`config.mk`:
```
export PLATFORM = sky130hd
export DESIGN_NAME = cau_front
export DESIGN_NICKNAME = d
export VERILOG_FILES = /design/src/rtl/cau_pkg.sv /design/src/rtl/cau_front.sv
export SDC_FILE = /design/constraint.sdc
export NUM_CORES = 1
export LEC_CHECK = 0
export ABC_AREA = 1
export CAP_MARGIN = 25
export CORE_ASPECT_RATIO = 1.4
export CORE_MARGIN = 4
export CORE_UTILIZATION = 43
export CTS_CLUSTER_DIAMETER = 80
export DETAILED_ROUTE_END_ITERATION = 12
export DONT_BUFFER_PORTS = 1
export GPL_TIMING_DRIVEN = 1
export PLACE_DENSITY = 0.69
export SLEW_MARGIN = 0
export SYNTH_ARGS = -nofsm -noshare
export SYNTH_HDL_FRONTEND = slang
export SYNTH_SLANG_ARGS = --single-unit
export TNS_END_PERCENT = 5
```
`constraint.sdc`:
```
create_clock -name clk -period 28 [get_ports clk]
set_input_delay 4.2 -clock clk [delete_from_list [all_inputs] [get_ports clk]]
set_output_delay 4.2 -clock clk [all_outputs]
set_load 0.005 [all_outputs]
```
`src/rtl/cau_pkg.sv`:
```
package cau_pkg;

  typedef logic [2:0] cmd_t;

  localparam cmd_t CMD_ADD  = 3'd0;
  localparam cmd_t CMD_SUB  = 3'd1;
  localparam cmd_t CMD_MUL  = 3'd2;
  localparam cmd_t CMD_DIV  = 3'd3;
  localparam cmd_t CMD_CONJ = 3'd4;
  localparam cmd_t CMD_MAG  = 3'd5;

  // Which back-end path carries an item.
  typedef enum logic [1:0] {
    CLS_DIRECT,
    CLS_MUL,
    CLS_DIV,
    CLS_MAG
  } cls_t;

  // Quotient and root digits produced by the back-end units.
  localparam int DIGITS = 33;

  // Depth of the queue between front and back (power of two).
  localparam int QDEPTH = 4;

  typedef struct packed {
    cls_t               cls;
    logic signed [31:0] a_re;
    logic signed [31:0] a_im;
    logic signed [31:0] b_re;
    logic signed [31:0] b_im;
    logic [31:0]        d_re;
    logic [31:0]        d_im;
    logic               d_ovf;
  } item_t;

  typedef struct packed {
    logic        ovf;
    logic [31:0] val;
  } sat_t;

  // Clamp a sign-magnitude value into a signed 32-bit word.
  function automatic sat_t sat32(input logic neg, input logic [65:0] mag);
    sat_t r;
    r.ovf = 1'b0;
    r.val = '0;
    if (!neg) begin
      if (mag > 66'h0_7FFF_FFFF) begin
        r.ovf = 1'b1;
        r.val = 32'h7FFF_FFFF;
      end else begin
        r.val = mag[31:0];
      end
    end else begin
      if (mag > 66'h0_8000_0000) begin
        r.ovf = 1'b1;
        r.val = 32'h8000_0000;
      end else begin
        r.val = 32'(~mag[31:0] + 32'd1);
      end
    end
    return r;
  endfunction

endpackage

```
`src/rtl/cau_front.sv`:
```
module cau_front (
  input  logic                clk,
  input  logic                rst_n,
  input  logic                push,
  output logic                full,
  input  logic [2:0]          in_command,
  input  logic signed [31:0]  in_a_re,
  input  logic signed [31:0]  in_a_im,
  input  logic signed [31:0]  in_b_re,
  input  logic signed [31:0]  in_b_im,
  input  logic                q_full,
  output logic                q_push,
  output cau_pkg::item_t      q_item
);

  cau_pkg::cls_t      cls_c;
  logic signed [33:0] v_re;
  logic signed [33:0] v_im;
  logic [33:0]        m_re;
  logic [33:0]        m_im;
  cau_pkg::sat_t      s_re;
  cau_pkg::sat_t      s_im;
  cau_pkg::item_t     item_c;
  cau_pkg::item_t     item_r;
  logic               valid_r;
  logic               accept;

  // Decode the command; add, sub and conjugate finish here.
  always_comb begin
    cls_c = cau_pkg::CLS_DIRECT;
    v_re  = '0;
    v_im  = '0;
    unique case (in_command)
      cau_pkg::CMD_ADD: begin
        v_re = 34'(in_a_re) + 34'(in_b_re);
        v_im = 34'(in_a_im) + 34'(in_b_im);
      end
      cau_pkg::CMD_SUB: begin
        v_re = 34'(in_a_re) - 34'(in_b_re);
        v_im = 34'(in_a_im) - 34'(in_b_im);
      end
      cau_pkg::CMD_MUL:  cls_c = cau_pkg::CLS_MUL;
      cau_pkg::CMD_DIV:  cls_c = cau_pkg::CLS_DIV;
      cau_pkg::CMD_CONJ: begin
        v_re = 34'(in_a_re);
        v_im = -34'(in_a_im);
      end
      cau_pkg::CMD_MAG:  cls_c = cau_pkg::CLS_MAG;
      default: ;
    endcase
  end

  assign m_re = v_re[33] ? 34'(-v_re) : 34'(v_re);
  assign m_im = v_im[33] ? 34'(-v_im) : 34'(v_im);
  assign s_re = cau_pkg::sat32(v_re[33], {32'b0, m_re});
  assign s_im = cau_pkg::sat32(v_im[33], {32'b0, m_im});

  always_comb begin
    item_c.cls   = cls_c;
    item_c.a_re  = in_a_re;
    item_c.a_im  = in_a_im;
    item_c.b_re  = in_b_re;
    item_c.b_im  = in_b_im;
    item_c.d_re  = s_re.val;
    item_c.d_im  = s_im.val;
    item_c.d_ovf = s_re.ovf | s_im.ovf;
  end

  assign full   = valid_r && q_full;
  assign accept = push && !full;
  assign q_push = valid_r && !q_full;
  assign q_item = item_r;

  always_ff @(posedge clk) begin
    if (!rst_n) begin
      valid_r <= 1'b0;
    end else if (!valid_r || !q_full) begin
      valid_r <= accept;
    end
  end

  always_ff @(posedge clk) begin
    if (accept) begin
      item_r <= item_c;
    end
  end

endmodule

```
# --- Yosys cells after proc, flatten, opt, wreduce, memory -nomap -nowiden ---
# Index checks and enable logic that the tools add are counted.
classes:
  n_reduce_logical: 8
  n_addsub: 9
  n_eq_ne: 5
  n_mux: 15
  n_lt_le_gt_ge: 4
  bitwise: 3
ops:
  columns: ["operator", "count"]
  rows:
  - ["$pmux W34 S3", 2]
  - ["$mux W32", 4]
  - ["$gt A34 B31 Y1 const B", 2]
  - ["$gt A34 B32 Y1 const B", 2]
  - ["$mux W34", 2]
  - ["$neg A34 Y34", 2]
  - ["$add A32 B32 Y33", 2]
  - ["$mux W33", 2]
  - ["$sub A32 B32 Y33", 2]
  - ["$add A32 B1 Y32 const B", 2]
  - ["$not A32 Y32", 2]
  - ["$neg A32 Y34", 1]
  - ["$eq A3 B2 Y1 const B", 2]
  - ["$eq A3 B3 Y1 const B", 2]
  - ["$pmux W2 S3", 1]
  - ["$mux W1", 4]
  - ["$eq A3 B1 Y1 const B", 1]
  - ["$logic_and A1 B1 Y1", 3]
  - ["$logic_not A1 Y1", 3]
  - ["$logic_not A3 Y1", 1]
  - ["$logic_or A1 B1 Y1", 1]
  - ["$or A1 B1 Y1", 1]
word_totals:
  input_bits: 135
  regBits: 196
  output_inout_bits: 197
  wordCells: 53

# --- Logic depth before layout (Yosys ltp) ---
# Gate-level depths: netlist (run 1).
depth:
  ltp_word: 9
  depth_mapped: 46
  mapped_depth_nobuf: 45

# --- Least setup slack after synthesis (run 1) ---
# No wires, ideal clock.
synth_path:
  kind: "input to register"
  start: "in q_full"
  end: "reg item_r (netlist bit q_item[0]), enable pin"
  slack_ps: 14785
  n_path_buf: 0
  required_time_ps: 27244
  setup_time_ps: 756
  cell_stages: 3
  arrival_ps: 12459
  cell_sequence: "nand2_1 inv_1 nor2_1"
synth_between:
  elab_chain_cells: 3
synth_lines:
  columns: ["item", "line_no", "text"]
  rows:
  - ["start, declared", "cau_front.sv:11", "input logic q_full,"]
  - ["$logic_and A1 B1 Y1", "cau_front.sv:69", "assign full = valid_r && q_full;"]
  - ["net full", "cau_front.sv:5", "output logic full,"]
  - ["$logic_not A1 Y1", "cau_front.sv:70", "assign accept = push && !full;"]
  - ["$logic_and A1 B1 Y1", "cau_front.sv:70", null]
  - ["net accept", "cau_front.sv:26", "logic accept;"]
  - ["end signal, assigned", "cau_front.sv:84", "item_r <= item_c;"]
  - ["end, declared", "cau_front.sv:24", "cau_pkg::item_t item_r;"]
# The timed path passes the listed nets, and every way through them passes these cells.
# A chain may end at the register's enable or synchronous reset.

==> results of run 1 <==
[logic make-up (layout without fill, tap and decap cells)]
family	count (synthesis)	count (layout)	synth area share, %
other	0	1	0
buffers and inverters	665	620	12.63
and+or+nand+nor	2219	2219	45.06
DFF	196	196	26.62
xor gates and xnor gates	86	86	3.412
AOI/OAI and AO/OA	252	252	6.223
adders and majority gates	105	105	6.053
[final cells by class]
cell class / instances / area (um^2)
timing repair buffer: 7 / 52.55
multi-input combinational: 2662 / 13420
antenna: 1 / 2.502
clock buffer: 17 / 425.4
inverter: 581 / 2183
tap: 650 / 813.3
sequential: 196 / 5876
clock inverter: 15 / 188.9
fill: 5386 / 27930
[power breakdown]
part / switching (uW) / leakage, uW / total, uW / internal, uW
combinational: 326 / 0.00932 / 461 / 135
clock: 134 / 0.000304 / 271 / 136
sequential: 19.9 / 0.00189 / 381 / 361
total: 480 / 0.0115 / 1110 / 632
[Yosys cell counts, drive strengths merged]
| cell type | instances | share of area [%] |
|---|---|---|
| and3 | 1 | 0.028 |
| a41oi | 1 | 0.040 |
| fa | 3 | 0.27 |
| nor2 | 409 | 8.4 |
| ha | 102 | 5.8 |
| o311ai | 1 | 0.040 |
| a21oi | 104 | 2.5 |
| dfxtp | 1 | 0.091 |
| clkinv | 3 | 0.051 |
| edfxtp | 195 | 27 |
| o21bai | 12 | 0.43 |
| o22ai | 2 | 0.085 |
| a21o | 3 | 0.10 |
| o21a | 1 | 0.034 |
| nand3 | 459 | 11 |
| or2 | 5 | 0.14 |
| a21boi | 3 | 0.10 |
| clkbuf | 12 | 0.20 |
| nor3 | 27 | 0.63 |
| nand4 | 67 | 2.0 |
| nand2 | 1222 | 22 |
| o21ai | 120 | 2.8 |
| o211ai | 1 | 0.034 |
| a31oi | 4 | 0.11 |
| nor4 | 6 | 0.17 |
| xor2 | 66 | 2.6 |
| nand3b | 16 | 0.54 |
| and2 | 7 | 0.20 |
| inv | 578 | 9.8 |
| xnor2 | 20 | 0.79 |
| buf | 72 | 2.5 |
[critical path, delay by kind of cell]
| family | cells | cell delay [ns] |
|---|---|---|
| AOI/OAI and AO/OA | 7 | 1.28 |
| adders and majority gates | 1 | 0.30 |
| and+or+nand+nor | 24 | 3.41 |
| buffers and inverters | 5 | 1.10 |
| xor gates and xnor gates | 1 | 0.17 |
[layer usage]
layer  share of wire, %  vias to the layer above  GRT usage [%]
li1                   -                    11092              -
met1                 33                    10004          27.28
met3                5.5                      240          5.339
met2                 53                      768          53.07
met5                  0                        -              0
met4                8.5                        0          20.40
[through the flow]
stage,cells,cell area (um^2),power (uW)
after CTS,4128,22960,1118
final,4129,22960,1112
after global placement,4096,22340,843.5
after global routing,4128,22960,1188
after floorplan,3523,22070,741.8
after detailed placement,4096,22340,844.4
[sequential cells by signal, summed over array words and instances (netlist names)]
name,count
q_item,195
valid_r,1
[worst paths after layout]
path                                    to  depth (start not counted)
worst min-delay path               valid_r                          2
worst max-delay path            q_item[59]                         38
worst max register to register  q_item[84]                          5
worst min register to register     valid_r                          2
==> impl_metrics.csv, run 1 <==
group,metric,value,unit
clock_network,cts_sinks,196,
route,wire_per_inst,19.47,um
setup_path,timing.critical_path.mode_cell,"nand2_1",
timing,drv_slew,0,
floorplanning,io_pins,332,
placed_design,numPortBuffers,0,
floorplanning,num_rows,98,
timing,rsz0062_at_grt,"false",
route,route.detailed.drc,0,
logic_synthesis,yosysSeqAreaShare,26.62,%
placed_design,place.gp.congestion,1.035,
clock_network,cts_resized,0,
flow_run,cap_violations,0,
clock_network,cts_max_level,4,
worst_hold_path,hold_class,"reg -> reg",
clock_network,post-cts-setup-buffers,0,
setup_path,worst-r2r-setup-slack,25.52,ns
timing,hold_viol,0,
route,vias_per_cell,5.353,
global_route,grt_pass1_wl,120300,um
timing,tns,0,ns
global_route,grt_start_max_net_pins,85,
floorplanning,core-area,0.05089,mm^2
layout,fin_util,45.12,%
logic_synthesis,syn-cell-area,0.02207,mm^2
timing,whs,0.4931,ns
setup_path,critical_path.max_fanout,84,
timing,maxSlewHeadroom,31.14,%
logic_synthesis,syn_nets,3763,
timing,clock_skew,0.007674,ns
power,peakVddDrop,0.00005033,V
timing,finalWorstPathRequiredPeriod,10.27,ns
route,finalWirelength,80400,um
floorplanning,die_area,0.05508,mm^2
route,ant_nets,0,
setup_path,reg2reg_from,"valid_r",
clock_network,cts_buffers,17,
setup_path,crit_arrival,10.53,ns
layout,layout_commonest_cell,"nand2_1",
logic_synthesis,synth_seq_cells,196,
setup_path,crit_path_start_kind,"input port",
setup_path,slowest_stage,"inv_2",
setup_path,endpoint_kind,"flop",
logic_synthesis,yosysWarnings,0,
global_route,grt_pass1_vias,21393,
timing,finalCritPeriodShare,36.68,%
setup_path,crit_path_max_incr_delay,0.51,ns
timing,setup_viol,0,
logic_synthesis,postSynthAreaPerCell,6.266,um^2
clock_network,postCtsHoldBufs,0,
clock_network,root_buffer,"clkbuf_16",
route,dr.pass1.iters,6,
clock_network,cts_tree,"done",
global_route,grt-ovfl-total,0,
layout,layout_common_cells,"nand2_1 (1159), inv_1 (537), nand3_1 (433), nor2_1 (331), edfxtp_1 (195)",
layout,fin_nets,3705,
layout,area.growth.synth_to_final,4.007,%
setup_path,required,28.25,ns
power,leakagePower,0.01152,uW
timing,worst_pin_slew,1.024,ns
setup_path,crit_type,"in -> reg",
worst_hold_path,min-delay-start,"valid_r",
placed_design,pre_cts_ws,17.32,ns
clock_network,cts_buffer_depth,2,
floorplanning,start_util,43.38,%
route,drtIter0Drc,1353,
route,dr_total_vias,22104,
floorplanning,fp.dieW,199.5,um
status,status,"completed",
global_route,antenna_found_initial,0,
placed_design,dp_hpwl,66240,um
clock_network,clk_pin_slew,0.09,ns
logic_synthesis,synthCells,3523,
clock_network,clk-insertion-delay-late,0.49,ns
layout,drive_gt1_share,7.562,%
floorplanning,die_y,276.1,um
global_route,track_usage,28.48,%
timing,timing.fmax,97.36,MHz
logic_synthesis,synth_cell_types,54,
power,p_per_area,48.45,mW/mm^2
setup_path,critPathLaunch,"in_b_re[2]",
timing,setup_slack,17.73,ns
Power figures use the tool's default switching activity.
==> run 2, diff against run 1 <==
Settings changed: ABC_AREA 1 to 0.
Clock period 28 ns to 10.8 ns, I/O delays scaled along.
==> run 2 against run 1 <==
Power up 140%. Utilization up 0.86 points. Critical path depth down 10. Largest power group unchanged. Global-route usage down 1.6 points. Sequential share of layout area up 3.3 points. Cell count down 32%. Synthesized cell count down 34%. Combinational power up 130%. Clock skew up 0.0065 ns. Wire length down 16%. Largest cell class unchanged.
==> impl_metrics.csv, run 2 <==
group,metric,value,unit
layout,drive_gt1_share,6.361,%
floorplanning,io_pins,332,
floorplanning,start_util,43.60,%
clock_network,root_buffer,"clkbuf_16",
route,route.detailed.drc,0,
layout,largest_register_ffs,195,
setup_path,crit_path_start_kind,"input port",
setup_path,critical_path.max_fanout,28,
setup_path,crit_type,"in -> reg",
global_route,grt_pass1_wl,103100,um
layout,fillCellCount,4320,
logic_synthesis,synth.area.top_cells,"edfxtp_1 (30%), ha_1 (6.6%), a21oi_1 (4.9%)",
clock_network,cts_sinks,196,
clock_network,postCtsHoldBufs,0,
layout,multiInputGateArea,0.01262,mm^2
global_route,grt_pass1_vias,18292,
logic_synthesis,syn_nets,2548,
clock_network,post-cts-setup-buffers,0,
global_route,grt-ovfl-total,0,
route,vias_per_cell,6.649,
timing,setup_slack,2.048,ns
clock_network,cts_resized,0,
clock_network,clk-insertion-delay-late,0.46,ns
timing,finalWorstPathRequiredPeriod,8.752,ns
layout,area.growth.synth_to_final,5.457,%
route,dr_total_vias,18657,
worst_hold_path,hold_class,"reg -> reg",
logic_synthesis,synth-async-reset-ratio,0,%
power,peakVddDrop,0.0001236,V
placed_design,place.gp.congestion,0.9886,
setup_path,rr_worst_depth,4,
global_route,grt_start_max_net_pins,81,
floorplanning,num_rows,91,
status,status,"completed",
clock_network,clk_pin_slew,0.08,ns
worst_hold_path,holdPathStages,2,
timing,finalCritPeriodShare,81.03,%
timing,maxSlewHeadroom,32.99,%
floorplanning,core-area,0.04418,mm^2
setup_path,reg2reg_from,"valid_r",
global_route,grt_busiest_layer,"met2",
layout,fin_nets,2475,
logic_synthesis,yosysWarnings,0,
global_route,use_met1,27.05,%
setup_path,required,11.00,ns
logic_synthesis,syn-cell-area,0.01926,mm^2
worst_hold_path,holdPathEnd,"valid_r",
clock_network,cts_tree,"done",
global_route,use_met2,50.75,%
flow_run,cap_violations,0,
logic_synthesis,postSynthAreaPerCell,8.345,um^2
clock_network,cts_buffer_depth,2,
timing,tns,0,ns
timing,rsz0062_at_grt,"false",
timing,worst_pin_slew,0.9992,ns
route,drtIter0Drc,1650,
clock_network,cts_max_level,4,
timing,drv_slew,0,
timing,hold_viol,0,
layout,n_antenna_cell,0,
setup_path,r2r_end,"q_item[72]",
layout,fin_util,45.98,%
logic_synthesis,synth.top_cell.area_share,30.40,%
setup_path,crit_arrival,8.95,ns
power,p_per_area,130.9,mW/mm^2
global_route,track_usage,26.84,%
layout,final_area,0.02031,mm^2
logic_synthesis,synthCells,2308,
global_route,grtUsageMet3,4.163,%
route,dr.pass1.iters,8,
floorplanning,die_y,258.4,um
layout,layout_commonest_cell,"nor2_1",
placed_design,pre_cts_ws,1.695,ns
placed_design,numPortBuffers,0,
global_route,antenna_found_initial,0,
clock_network,cts_buffers,17,
logic_synthesis,synth_edf_count,195,
logic_synthesis,synth_cell_types,103,
timing,clock_skew,0.01422,ns
logic_synthesis,yosys_most_used_dff,"edfxtp_1",
timing,setup_viol,0,
logic_synthesis,synth.most_common_cell,"nor2_1",
setup_path,endpoint_kind,"flop",
logic_synthesis,synth_seq_cells,196,
setup_path,worst-r2r-setup-slack,8.40,ns
power,leakagePower,0.007307,uW
logic_synthesis,yosysSeqAreaShare,30.51,%
logic_synthesis,synth_top_area_cell,"edfxtp_1",
floorplanning,fp.dieW,186.9,um
setup_path,critPathLaunch,"in_b_re[10]",
layout,layout_common_cells,"nor2_1 (202), edfxtp_1 (195), nand2_1 (190), a21oi_1 (189), o21ai_0 (142)",
floorplanning,die_area,0.04829,mm^2
logic_synthesis,yosys-top-cells-count,"nor2_1 (203), edfxtp_1 (195), nand2_1 (190)",
worst_hold_path,min-delay-start,"valid_r",
route,wire_per_inst,24.12,um
placed_design,place_area,0.01974,mm^2
timing,timing.fmax,114.3,MHz
layout,regArea,0.005876,mm^2
placed_design,dp_hpwl,52900,um
route,finalWirelength,67680,um
route,ant_nets,0,
[run 2: how the worst max path moves through the flow]
stage / end / cells after the start
2_1_floorplan: q_item[51] / 31
3_3_place_gp: q_item[0] / 28
3_5_place_dp: q_item[61] / 28
4_1_cts: q_item[61] / 28
5_1_grt: q_item[59] / 28
6_report: q_item[0] / 28
[run 2: critical path: stages]
cell and delay (ns):
or4_1 0.59, nor3_1 0.24, nand3b_1 0.14, or2_2 0.36
nor2_1 0.29, nand3b_1 0.22, o31ai_1 0.33, xor2_1 0.18
ha_1 0.33, a21o_1 0.23, a21oi_1 0.16, o21ai_0 0.10
a21oi_1 0.23, nor2_1 0.06, a22oi_1 0.20, nand3_1 0.49
nand2_1 0.21, o21a_1 0.14, ha_1 0.21, nor4b_1 0.24
nand2_1 0.09, o211ai_1 0.33, nor4b_2 0.80, nand3_1 0.32
a2bb2oi_2 0.23, buf_4 0.22, nand2_1 0.21, o2111ai_1 0.14
[run 2: metrics by stage]
step           hold slack, ns  cells  power, uW
2_1_floorplan          0.6064   2308       1763
3_3_place_gp           0.6712   2771       2008
3_5_place_dp           0.7044   2773       2027
4_1_cts                0.7280   2805       2661
5_1_grt                0.7768   2806       2809
6_report               0.7115   2806       2658
[run 2: kinds of logic after synthesis]
logic type / count (synthesis) / share of synthesized area (%)
xor+xnor: 141 / 6.412
mux: 33 / 1.780
compound gates: 754 / 26.84
flops: 196 / 30.51
fa+ha+maj: 105 / 6.938
buf+inv: 210 / 4.242
simple gates: 869 / 23.28
[run 2: final cells by class]
type	count	share of cell area, %
multi-input cells	1902	62.12
flip-flops and latches	196	28.93
well taps	558	3.437
clock buffers	18	2.113
inverters	88	1.626
repair buffers	30	1.152
clock inverters	14	0.6283
[run 2: where the power goes]
group | switching, uW | internal, uW | total [uW] | leakage (uW)
combinational | 691 | 368 | 1060 | 0.00514
clock | 308 | 320 | 628 | 0.000260
sequential | 38.7 | 932 | 971 | 0.00191
[run 2: layer usage]
layer / routed length, um / vias up
li1: - / 8687
met1: 23410 / 8885
met2: 35680 / 863
met3: 3695 / 222
met4: 4898 / 0
met5: 0 / -
